`src/hdl/kmsf_pkg.sv`:
```
`default_nettype none
// ----------------------------------------------------------------------------
// kmsf_pkg: shared constants for the keypad matrix scanner with code queue
// opcodes, register indexes, key frame patterns and queue defaults
// ----------------------------------------------------------------------------
package kmsf_pkg;

  // default queue depth
  localparam int unsigned QUEUE_DEPTH_DEF = 16;

  // request opcodes
  localparam logic [1:0] OP_SAMPLE = 2'd0;
  localparam logic [1:0] OP_SERIAL = 2'd1;
  localparam logic [1:0] OP_POP    = 2'd2;
  localparam logic [1:0] OP_SPARE  = 2'd3;   // unused, changes nothing

  // configuration register indexes
  localparam logic [2:0] REG_UP     = 3'd0;
  localparam logic [2:0] REG_DOWN   = 3'd1;
  localparam logic [2:0] REG_ESCAPE = 3'd2;
  localparam logic [2:0] REG_ENTER  = 3'd3;
  localparam logic [2:0] REG_RUN    = 3'd4;
  localparam logic [2:0] REG_STOP   = 3'd5;

  // register reset values
  localparam logic [7:0] RST_UP     = 8'd128;
  localparam logic [7:0] RST_DOWN   = 8'd129;
  localparam logic [7:0] RST_ESCAPE = 8'd27;
  localparam logic [7:0] RST_ENTER  = 8'd13;
  localparam logic [7:0] RST_RUN    = 8'd130;
  localparam logic [7:0] RST_STOP   = 8'd131;

  // single-key frame patterns
  localparam logic [15:0] FRM_UP     = 16'h0008;
  localparam logic [15:0] FRM_DOWN   = 16'h0004;
  localparam logic [15:0] FRM_ESCAPE = 16'h0002;
  localparam logic [15:0] FRM_ENTER  = 16'h0001;
  localparam logic [15:0] FRM_RUN    = 16'h0800;
  localparam logic [15:0] FRM_STOP   = 16'h0080;
  localparam logic [15:0] FRM_D0     = 16'h1000;
  localparam logic [15:0] FRM_D1     = 16'h8000;
  localparam logic [15:0] FRM_D2     = 16'h0400;
  localparam logic [15:0] FRM_D3     = 16'h0040;
  localparam logic [15:0] FRM_D4     = 16'h4000;
  localparam logic [15:0] FRM_D5     = 16'h0200;
  localparam logic [15:0] FRM_D6     = 16'h0020;
  localparam logic [15:0] FRM_D7     = 16'h2000;
  localparam logic [15:0] FRM_D8     = 16'h0100;
  localparam logic [15:0] FRM_D9     = 16'h0010;

  // ascii digit codes
  localparam logic [7:0] ASCII_0 = 8'h30;
  localparam logic [7:0] ASCII_1 = 8'h31;
  localparam logic [7:0] ASCII_2 = 8'h32;
  localparam logic [7:0] ASCII_3 = 8'h33;
  localparam logic [7:0] ASCII_4 = 8'h34;
  localparam logic [7:0] ASCII_5 = 8'h35;
  localparam logic [7:0] ASCII_6 = 8'h36;
  localparam logic [7:0] ASCII_7 = 8'h37;
  localparam logic [7:0] ASCII_8 = 8'h38;
  localparam logic [7:0] ASCII_9 = 8'h39;

  // result fields
  typedef struct packed {
    logic       stop_event;
    logic       run_event;
    logic       keypress_event;
    logic [4:0] queue_count;
    logic [7:0] key_code;
    logic       key_valid;
    logic       dropped;
    logic       pushed;
    logic [3:0] column_drive;
  } result_t;

endpackage : kmsf_pkg
`default_nettype wire

```
`src/hdl/keypad_matrix_scanner_fifo_unit.sv`:
```
`default_nettype none
// ----------------------------------------------------------------------------
// keypad_matrix_scanner_fifo_unit: 4x4 key matrix scanner with code queue
// scans columns one-hot, decodes single-key presses and queues byte codes
// ----------------------------------------------------------------------------
// each accepted request's result is written into the output register on the edge that accepts it
// throughput: one request per cycle; a new request is taken while the result
//   register is empty or being drained in the same cycle
// reset (rst_n low, synchronous): scan state, pointers, fill count and the
//   key code registers return to their defaults; queue storage is not cleared
//   and needs no clearing pass, the fill count guards every read
module keypad_matrix_scanner_fifo_unit #(
  parameter int unsigned QUEUE_DEPTH = kmsf_pkg::QUEUE_DEPTH_DEF
) (
  input  wire         clk,
  input  wire         rst_n,
  // request channel
  input  wire         in_tvalid,
  output logic        in_tready,
  input  wire  [15:0] in_tdata,   // row_bits[3:0], serial_byte[11:4], zero pad
  input  wire  [1:0]  in_tuser,   // opcode[1:0]
  // result channel
  output logic        out_tvalid,
  input  wire         out_tready,
  output logic [23:0] out_tdata,  // column_drive[3:0], pushed[4], dropped[5],
                                  // key_valid[6], key_code[14:7],
                                  // queue_count[19:15], keypress_event[20],
                                  // run_event[21], stop_event[22], zero pad
  // configuration write port
  input  wire         cfg_we,
  input  wire  [2:0]  cfg_index,
  input  wire  [7:0]  cfg_wdata
);

  localparam int unsigned PTR_W = (QUEUE_DEPTH > 1) ? $clog2(QUEUE_DEPTH) : 1;
  localparam int unsigned CNT_W = $clog2(QUEUE_DEPTH + 1);
  localparam logic [PTR_W-1:0] PTR_LAST = PTR_W'(QUEUE_DEPTH - 1);
  localparam logic [CNT_W-1:0] CNT_FULL = CNT_W'(QUEUE_DEPTH);

  // key code registers
  logic [7:0] code_up_r, code_down_r, code_escape_r;
  logic [7:0] code_enter_r, code_run_r, code_stop_r;

  // scan and queue state
  logic [1:0]       col_r, col_nxt;
  logic [15:0]      part_r, part_nxt;
  logic [15:0]      prev_r, prev_nxt;
  logic [PTR_W-1:0] rd_ptr_r, rd_ptr_nxt;
  logic [PTR_W-1:0] wr_ptr_r, wr_ptr_nxt;
  logic [CNT_W-1:0] cnt_r, cnt_nxt;
  logic [7:0]       head_r;   // registered read of the oldest entry

  logic [7:0] mem [QUEUE_DEPTH];

  logic             out_valid_r;
  kmsf_pkg::result_t res_r, res_nxt;

  // request fields
  logic [1:0]  opcode;
  logic [3:0]  row_bits;
  logic [7:0]  serial_byte;
  logic        accept;

  // decode and push control
  logic [15:0] frame;
  logic        key_hit;
  logic [7:0]  key_byte;
  logic        want_push;
  logic [7:0]  push_byte;
  logic        do_push;
  logic        do_pop;
  logic        full;
  logic [CNT_W+4:0] cnt_ext;
  logic [PTR_W-1:0] head_addr;

  assign opcode      = in_tuser;
  assign row_bits    = in_tdata[3:0];
  assign serial_byte = in_tdata[11:4];

  // output register is the skid: take a request whenever it frees up
  assign in_tready  = !out_valid_r || out_tready;
  assign accept     = in_tvalid && in_tready;
  assign out_tvalid = out_valid_r;
  assign out_tdata  = {1'b0, res_r};

  assign frame = {part_r[11:0], row_bits};
  assign full  = (cnt_r == CNT_FULL);

  // read pointer as it stands after this edge
  assign head_addr = accept ? rd_ptr_nxt : rd_ptr_r;

  // single-key frame lookup
  always_comb begin
    key_hit  = 1'b1;
    key_byte = 8'd0;
    case (frame)
      kmsf_pkg::FRM_UP:     key_byte = code_up_r;
      kmsf_pkg::FRM_DOWN:   key_byte = code_down_r;
      kmsf_pkg::FRM_ESCAPE: key_byte = code_escape_r;
      kmsf_pkg::FRM_ENTER:  key_byte = code_enter_r;
      kmsf_pkg::FRM_RUN:    key_byte = code_run_r;
      kmsf_pkg::FRM_STOP:   key_byte = code_stop_r;
      kmsf_pkg::FRM_D0:     key_byte = kmsf_pkg::ASCII_0;
      kmsf_pkg::FRM_D1:     key_byte = kmsf_pkg::ASCII_1;
      kmsf_pkg::FRM_D2:     key_byte = kmsf_pkg::ASCII_2;
      kmsf_pkg::FRM_D3:     key_byte = kmsf_pkg::ASCII_3;
      kmsf_pkg::FRM_D4:     key_byte = kmsf_pkg::ASCII_4;
      kmsf_pkg::FRM_D5:     key_byte = kmsf_pkg::ASCII_5;
      kmsf_pkg::FRM_D6:     key_byte = kmsf_pkg::ASCII_6;
      kmsf_pkg::FRM_D7:     key_byte = kmsf_pkg::ASCII_7;
      kmsf_pkg::FRM_D8:     key_byte = kmsf_pkg::ASCII_8;
      kmsf_pkg::FRM_D9:     key_byte = kmsf_pkg::ASCII_9;
      default:              key_hit  = 1'b0;
    endcase
  end

  // per-request next state and result
  always_comb begin
    col_nxt    = col_r;
    part_nxt   = part_r;
    prev_nxt   = prev_r;
    rd_ptr_nxt = rd_ptr_r;
    wr_ptr_nxt = wr_ptr_r;
    cnt_nxt    = cnt_r;
    want_push  = 1'b0;
    push_byte  = serial_byte;
    do_pop     = 1'b0;
    res_nxt    = '0;

    unique case (opcode)
      kmsf_pkg::OP_SAMPLE: begin
        if (col_r == 2'd3) begin
          // frame complete: only a press from all-released counts
          if (prev_r == 16'd0 && key_hit) begin
            want_push              = 1'b1;
            push_byte              = key_byte;
            res_nxt.keypress_event = 1'b1;
            res_nxt.run_event      = (frame == kmsf_pkg::FRM_RUN);
            res_nxt.stop_event     = (frame == kmsf_pkg::FRM_STOP);
          end
          prev_nxt = frame;
          part_nxt = 16'd0;
          col_nxt  = 2'd0;
        end else begin
          part_nxt = frame;
          col_nxt  = col_r + 2'd1;
        end
      end
      kmsf_pkg::OP_SERIAL: begin
        want_push = (serial_byte != 8'd0);
      end
      kmsf_pkg::OP_POP: begin
        if (cnt_r != '0) begin
          do_pop            = 1'b1;
          res_nxt.key_valid = 1'b1;
          res_nxt.key_code  = head_r;
        end
      end
      default: ;  // unused opcode changes nothing
    endcase

    do_push = want_push && !full;
    res_nxt.pushed  = do_push;
    res_nxt.dropped = want_push && full;

    if (do_push) begin
      wr_ptr_nxt = (wr_ptr_r == PTR_LAST) ? '0 : wr_ptr_r + PTR_W'(1);
      cnt_nxt    = cnt_r + CNT_W'(1);
    end
    if (do_pop) begin
      rd_ptr_nxt = (rd_ptr_r == PTR_LAST) ? '0 : rd_ptr_r + PTR_W'(1);
      cnt_nxt    = cnt_r - CNT_W'(1);
    end

    res_nxt.column_drive = 4'd1 << col_nxt;
    cnt_ext              = {5'd0, cnt_nxt};
    res_nxt.queue_count  = cnt_ext[4:0];
  end

  // queue storage
  always_ff @(posedge clk) begin
    if (accept && do_push) begin
      mem[wr_ptr_r] <= push_byte;
    end
  end

  // head read, bypassed when a push lands on the entry about to be read
  always_ff @(posedge clk) begin
    if (accept && do_push && wr_ptr_r == head_addr) begin
      head_r <= push_byte;
    end else begin
      head_r <= mem[head_addr];
    end
  end

  // control state
  always_ff @(posedge clk) begin
    if (!rst_n) begin
      col_r       <= 2'd0;
      part_r      <= 16'd0;
      prev_r      <= 16'd0;
      rd_ptr_r    <= '0;
      wr_ptr_r    <= '0;
      cnt_r       <= '0;
      out_valid_r <= 1'b0;
    end else begin
      if (accept) begin
        col_r    <= col_nxt;
        part_r   <= part_nxt;
        prev_r   <= prev_nxt;
        rd_ptr_r <= rd_ptr_nxt;
        wr_ptr_r <= wr_ptr_nxt;
        cnt_r    <= cnt_nxt;
      end
      if (accept) begin
        out_valid_r <= 1'b1;
      end else if (out_tready) begin
        out_valid_r <= 1'b0;
      end
    end
  end

  // result payload
  always_ff @(posedge clk) begin
    if (accept) begin
      res_r <= res_nxt;
    end
  end

  // key code registers
  always_ff @(posedge clk) begin
    if (!rst_n) begin
      code_up_r     <= kmsf_pkg::RST_UP;
      code_down_r   <= kmsf_pkg::RST_DOWN;
      code_escape_r <= kmsf_pkg::RST_ESCAPE;
      code_enter_r  <= kmsf_pkg::RST_ENTER;
      code_run_r    <= kmsf_pkg::RST_RUN;
      code_stop_r   <= kmsf_pkg::RST_STOP;
    end else if (cfg_we) begin
      unique case (cfg_index)
        kmsf_pkg::REG_UP:     code_up_r     <= cfg_wdata;
        kmsf_pkg::REG_DOWN:   code_down_r   <= cfg_wdata;
        kmsf_pkg::REG_ESCAPE: code_escape_r <= cfg_wdata;
        kmsf_pkg::REG_ENTER:  code_enter_r  <= cfg_wdata;
        kmsf_pkg::REG_RUN:    code_run_r    <= cfg_wdata;
        kmsf_pkg::REG_STOP:   code_stop_r   <= cfg_wdata;
        default: ;  // writes beyond the register list are ignored
      endcase
    end
  end

endmodule : keypad_matrix_scanner_fifo_unit
`default_nettype wire
```
`config.mk`:
```
export PLATFORM = sky130hd
export DESIGN_NAME = keypad_matrix_scanner_fifo_unit
export DESIGN_NICKNAME = d
export VERILOG_FILES = /design/src/hdl/kmsf_pkg.sv /design/src/hdl/keypad_matrix_scanner_fifo_unit.sv
export SDC_FILE = /design/constraint.sdc
export NUM_CORES = 1
export LEC_CHECK = 0
export BUFFER_PORTS_ARGS = -buffer_cell sky130_fd_sc_hd__buf_2
export CAP_MARGIN = 15
export CORE_MARGIN = 5
export CORE_UTILIZATION = 55
export DETAILED_ROUTE_END_ITERATION = 10
export HOLD_SLACK_MARGIN = 0.06
export MAX_ROUTING_LAYER = met4
export PLACE_DENSITY = 0.87
export SYNTH_ARGS = -nofsm -noshare
export SYNTH_HDL_FRONTEND = slang
export SYNTH_SLANG_ARGS = --single-unit
```
`constraint.sdc`:
```
create_clock -name clk -period 3.24 [get_ports clk]
set_clock_uncertainty 0.05 [all_clocks]
set_input_delay 0 -clock clk [delete_from_list [all_inputs] [get_ports clk]]
set_output_delay 0 -clock clk [all_outputs]
set_load 0.05 [all_outputs]
```
== Yosys cells after proc, flatten, opt, wreduce, memory -nomap -nowiden ==
Memory sizes are Yosys's and may differ from the RTL's. A register that Yosys moved wholly into a read port is not among the register bits.
Index checks and enable logic that the tools add are counted.

* Add/subtract/negate cells: 5
* Equal/unequal tests: 27
* Shift-type cells: 1
* Multiplexer cells: 25
* Reduce and logical (&&, ||, !) cells: 27

{| class="wikitable"
|+ Operator list
! kind !! number
|-
| $pmux 8 s16 || 1
|-
| $mux 8 || 3
|-
| $reduce_and 2->1 || 10
|-
| $eq 16x1->1 const B || 1
|-
| $eq 16x10->1 const B || 1
|-
| $eq 16x11->1 const B || 1
|-
| $eq 16x12->1 const B || 1
|-
| $eq 16x13->1 const B || 1
|-
| $eq 16x14->1 const B || 1
|-
| $eq 16x15->1 const B || 1
|-
| $eq 16x16->1 const B || 1
|-
| $eq 16x2->1 const B || 1
|-
| $eq 16x3->1 const B || 1
|-
| $eq 16x4->1 const B || 1
|-
| $eq 16x5->1 const B || 1
|-
| $eq 16x6->1 const B || 1
|-
| $eq 16x7->1 const B || 1
|-
| $eq 16x8->1 const B || 1
|-
| $eq 16x9->1 const B || 1
|-
| $logic_not 16->1 || 1
|-
| $mux 4 || 4
|-
| $reduce_or 16->1 || 1
|-
| $mux 12 || 1
|-
| $mux 1 || 11
|-
| 24 further kinds || 37
|}

* Flip-flop bits (word level): 115
* RAM bits: 128
* Input port bits: 34
* Memories kept: 1

{| class="wikitable"
|+ Memory list
! name !! depth !! width !! rd ports !! clocked after Yosys merged registers in !! write ports !! line !! source
|-
| mem || 16 || 8 || 1 || 1 || 1 || keypad_matrix_scanner_fifo_unit.sv:53 || <nowiki>logic [7:0] mem [QUEUE_DEPTH];</nowiki>
|}

== Logic depth before layout (Yosys ltp) ==
* Depth in word-level cells: 11
* Depth in mapped cells: 9
* Gate-level depth less buffers: 9

== Least setup slack after synthesis ==
Ideal clock, no wire load.

* Kind: register -> register
* Start point: register out_valid_r (netlist: out_tvalid)
* End point: register prev_r[6]
* Setup time: 132 ps
* Arrival time: 2942 ps
* Path slack: 116 ps
* Stages on the path, launching flop included: 9
* Buffers on the path: 1
* Period minus slack after synthesis: 3124 ps
* Cell sequence: dfxtp_1 > nand2b_1 > nand2_1 > clkinv_1 > nand2_1 > nor2_1 > clkbuf_1 > nand2_1 > a21oi_1

* Longest elaborated chain between the ends: 4

{| class="wikitable"
|+ RTL lines
! item !! line !! source
|-
| start, declared || keypad_matrix_scanner_fifo_unit.sv:55 || <nowiki>logic out_valid_r;</nowiki>
|-
| start signal, assigned || keypad_matrix_scanner_fifo_unit.sv:205 || <nowiki>out_valid_r <= 1'b0;</nowiki>
|-
| start signal, assigned || keypad_matrix_scanner_fifo_unit.sv:216 || <nowiki>out_valid_r <= 1'b1;</nowiki>
|-
| start signal, assigned || keypad_matrix_scanner_fifo_unit.sv:218 || <nowiki>out_valid_r <= 1'b0;</nowiki>
|-
| $logic_not 1->1 || keypad_matrix_scanner_fifo_unit.sv:81 || <nowiki>assign in_tready = !out_valid_r || out_tready;</nowiki>
|-
| $logic_or 1x1->1 || keypad_matrix_scanner_fifo_unit.sv:81 ||
|-
| named net in_tready || keypad_matrix_scanner_fifo_unit.sv:19 || <nowiki>output logic in_tready,</nowiki>
|-
| $logic_and 1x1->1 || keypad_matrix_scanner_fifo_unit.sv:82 || <nowiki>assign accept = in_tvalid && in_tready;</nowiki>
|-
| named net accept || keypad_matrix_scanner_fifo_unit.sv:62 || <nowiki>logic accept;</nowiki>
|-
| $reduce_and 3->1 (no source line) || - ||
|-
| end signal, assigned || keypad_matrix_scanner_fifo_unit.sv:210 || <nowiki>prev_r <= prev_nxt;</nowiki>
|-
| end, declared || keypad_matrix_scanner_fifo_unit.sv:47 || <nowiki>logic [15:0] prev_r, prev_nxt;</nowiki>
|}

The timed path passes the listed nets, and every way through them passes these cells.
A chain may end at the register's enable or synchronous reset.

== Worst setup path after layout ==
* Start point: register part_r[5]
* End point: memory mem[3][0] (enable)

* Longest elaborated chain between the ends: 11
* Elaborated cells on any way between the ends: 26
* Classes of those cells: eq/ne: 16; mux: 6; reduce/logical: 4

{| class="wikitable"
|+ RTL lines
! item !! line !! source
|-
| start, declared || keypad_matrix_scanner_fifo_unit.sv:46 || <nowiki>logic [15:0] part_r, part_nxt;</nowiki>
|-
| start signal, assigned || keypad_matrix_scanner_fifo_unit.sv:209 || <nowiki>part_r <= part_nxt;</nowiki>
|-
| $eq 16x12->1 (tied with other cells) || keypad_matrix_scanner_fifo_unit.sv:96 || <nowiki>case (frame)</nowiki>
|-
| $reduce_or 16->1 (no source line) (*) || - ||
|-
| $mux 1 (*) || keypad_matrix_scanner_fifo_unit.sv:96 ||
|-
| $logic_and 1x1->1 (*) || keypad_matrix_scanner_fifo_unit.sv:134 || <nowiki>if (prev_r == 16'd0 && key_hit) begin</nowiki>
|-
| $mux 1 (*) || keypad_matrix_scanner_fifo_unit.sv:134 ||
|-
| $mux 1 (*) || keypad_matrix_scanner_fifo_unit.sv:132 || <nowiki>if (col_r == 2'd3) begin</nowiki>
|-
| $pmux 1 s2 (*) || keypad_matrix_scanner_fifo_unit.sv:130 || <nowiki>unique case (opcode)</nowiki>
|-
| $logic_and 1x1->1 (*) || keypad_matrix_scanner_fifo_unit.sv:162 || <nowiki>do_push = want_push && !full;</nowiki>
|-
| $logic_and 1x1->1 (*) || - ||
|-
| $mux 1 (*) || keypad_matrix_scanner_fifo_unit.sv:182 || <nowiki>if (accept && do_push) begin</nowiki>
|-
| $mux 1 (not written as such) (*) || keypad_matrix_scanner_fifo_unit.sv:183 || <nowiki>mem[wr_ptr_r] <= push_byte;</nowiki>
|-
| end, declared || keypad_matrix_scanner_fifo_unit.sv:53 ||
|}

Every way passes the cells marked *; elsewhere a longest branch is shown, timed or not.

==> flow_metrics.py <==
metrics = {
    "logic_synthesis": {
        "ys_ff_latch": 247,
        "synth_most_common_cell": "nand2_1",
        "synth_top_cell_area_share": 0.433,
        "synth.area.top_cells": "edfxtp_1, dfxtp_1, mux4_2",
        "async_flop_share": 0,
        "syn_avg_cell_area_um2": 12.3,
        "postSynthCellCount": 848,
        "synth-edff-count": 151,
        "yosys.area.top_type": "edfxtp_1",
        "yosysWarnings": 0,
        "syn_area_um2": 10500,
        "synth_common_cells": "nand2_1, edfxtp_1, dfxtp_1, a21oi_1, mux4_2",
        "synthFlopType": "edfxtp_1",
        "syn-num-nets": 890,
        "ys_seq_area_frac": 0.617,
        "synth.distinct_cells": 64,
    },
    "routing": {
        "route.detailed.drc": 0,
        "routed_wl_mm": 25.7,
        "wire_per_inst_um": 21.7,
        "viasPerCell": 6.18,
        "vias": 7319,
        "final_antenna_net_count": 0,
        "dr.pass1.iters": 5,
        "dr.first_iter.drc_count": 776,
    },
    "finish": {
        "nets": 974,
        "multiInputGateArea_um2": 3730,
        "post_route_cells_drive_above_1_share": 0.199,
        "final_util": 0.647,
        "final_cell_area_um2": 12100,
        "stdcell_count": 1185,
        "antenna_cells": 0,
        "seq_area_um2": 6460,
        "syn2layout_area_growth_pct": 15.6,
        "nFillCells": 1329,
    },
    "die": {
        "die-height_um": 148,
        "die_w_um": 148,
        "io_pins": 60,
        "initial_core_util": 0.560,
        "die_area_um2": 21900,
        "fp.coreArea_um2": 18700,
        "rows": 50,
    },
    "global_route": {
        "grt_max_degree": 71,
        "grt_usage": 0.242,
        "met1_usage": 0.324,
        "grt_pass1_vias": 7214,
        "grt_first_pass_wirelength_mm": 40.8,
        "overflow": 0,
        "top_usage_layer": "met2",
        "antenna_found_initial": 0,
        "grt_use_met2": 0.405,
        "grtUsageMet3": 0.0307,
    },
    "job": {
        "maxCapViolCount": 0,
    },
    "place": {
        "pre_cts_ws_ps": 261,
        "postPlaceCellArea_um2": 11000,
        "dp_cells": 1110,
        "portBuffers": 54,
        "dpl.hpwl_mm": 15.7,
        "gp_congestion": 0.904,
    },
    "clock_tree": {
        "cts_tree": "yes",
        "clock_latency_ps": 510,
        "cts_buffer_depth": 3,
        "clkSlewWorstSetupHoldPaths_ps": 60,
        "htreeDepth": 1,
        "ctsResizeCount": 0,
        "cts_sinks": 247,
        "root_buffer": "clkbuf_16",
        "cts_made_buffers": 25,
    },
    "critical_path": {
        "crit_required_ps": 3410,
        "slowest_stage": "a2111o_1",
        "critPathLaunchType": "flip-flop",
        "critPathMaxStageDelay_ps": 520,
        "cpMostUsedCell": "buf_4",
        "crit_chain": "nor4_4 -> nand2_1 -> o32ai_2 -> o41ai_2 -> buf_4 -> a2111o_1 -> nor3_1 -> buf_4",
        "crit_buf_inv": 2,
        "path_max_fanout": 10,
        "crit_start": "part_r[5]$_SDFFE_PN0P_",
        "r2r-start": "part_r[5]$_SDFFE_PN0P_",
        "worstSetupEndpointType": "flip-flop",
        "crit_family": "compound AO/OA/AOI/OAI gates",
        "crit_type": "reg -> reg",
        "arrival_ps": 3250,
    },
    "timing": {
        "layout_min_cycle_time_ps": 3080,
        "period_share": 0.951,
        "worst_slack_ps": 159,
        "hold_slack_ps": 134,
        "hold_violations": 0,
        "worst_pin_slew_ps": 633,
        "setup_tns_ps": 0,
        "rsz0062_at_grt": "no",
        "relSlewSlack": 0.577,
        "drv_slew": 0,
        "setup_viol": 0,
        "fmax_ghz": 0.325,
    },
    "power_and_ir_drop": {
        "irDropWorstVdd_mv": 0.331,
        "powerDensity_nw_per_um2": 547,
        "p_leak_nw": 4.31,
        "finalPower_mw": 6.63,
    },
    "min_path": {
        "hp-start": "in_tdata[10]",
        "hold_path_class": "in -> reg",
    },
    "outcome": {
        "status": "finished, final reports clean",
    },
}
flip-flops by register name, summed over array words and instances (netlist names), 4 cells and up, named ones only:
name,cells
cnt_r,5
code_down_r,8
code_enter_r,8
code_escape_r,8
code_run_r,8
code_stop_r,8
code_up_r,8
mem,128
out_tdata,23
part_r,12
prev_r,16
rd_ptr_r,4
wr_ptr_r,4
power by group:
part,internal (mW),switching (mW)
Sequential,3.38,0.0268
Clock,1.59,1.16
Combinational,0.160,0.307
Total,5.13,1.50
final timing paths:
path / to / slack (ps) / cells after the start
worst max-delay path: mem[3][0]$_DFFE_PP_ / 160 / 8
worst min-delay path: mem[3][6]$_DFFE_PP_ / 130 / 2
worst max register to register: mem[3][0]$_DFFE_PP_ / 160 / 8
worst min register to register: prev_r[15]$_SDFFE_PN0P_ / 400 / 2
metal layers:
metal	share of wire	wire, µm
met4	0.023	599
met3	0.083	2130
met1	0.39	9940
met2	0.51	13000
met5	0	0
cells by family (layout without fill, tap and decap cells):
group                      after synthesis  after routing  share of synthesized area
adders and majority gates                8              8                    0.00956
AOI/OAI and AO/OA                      131            131                     0.0795
xor gates and xnor gates                12             12                     0.0100
buffers and inverters                   65            168                     0.0273
DFF                                    247            247                      0.617
and+or+nand+nor                        329            329                      0.155
muxes                                   55             55                      0.101
other                                    1              1                   0.000358
cell usage in the layout (no fill, tap or decap), drive strengths merged, types with 6 or more instances in the layout:
master       count
a21oi           74
nor4            13
clkinv          11
nor2            39
nand4            8
edfxtp         151
and2            20
mux4            40
clkbuf          35
a222oi           9
buf             82
ha               8
dlygate4sd3     26
o21ai           15
xor2             7
nand2          156
nor3             8
mux2i            6
dfxtp           96
nand3           29
inv             14
nor2b            7
mux2             9
and3            27
cell type report:
type,count,area share
inverters,14,0.00434
clock buffers,35,0.0608
multi-input cells,536,0.308
clock inverters,11,0.00507
flip-flops and latches,247,0.533
repair buffers,108,0.0643
well taps,234,0.0242
timing repair:
item                                    in CTS  in global routing
hold buffers                                26                  0
endpoints found under the setup margin       0                  8
hold endpoints to repair                    74                  0
buffers inserted                             0                  2
No activity file was read; power rests on OpenSTA's default activity.
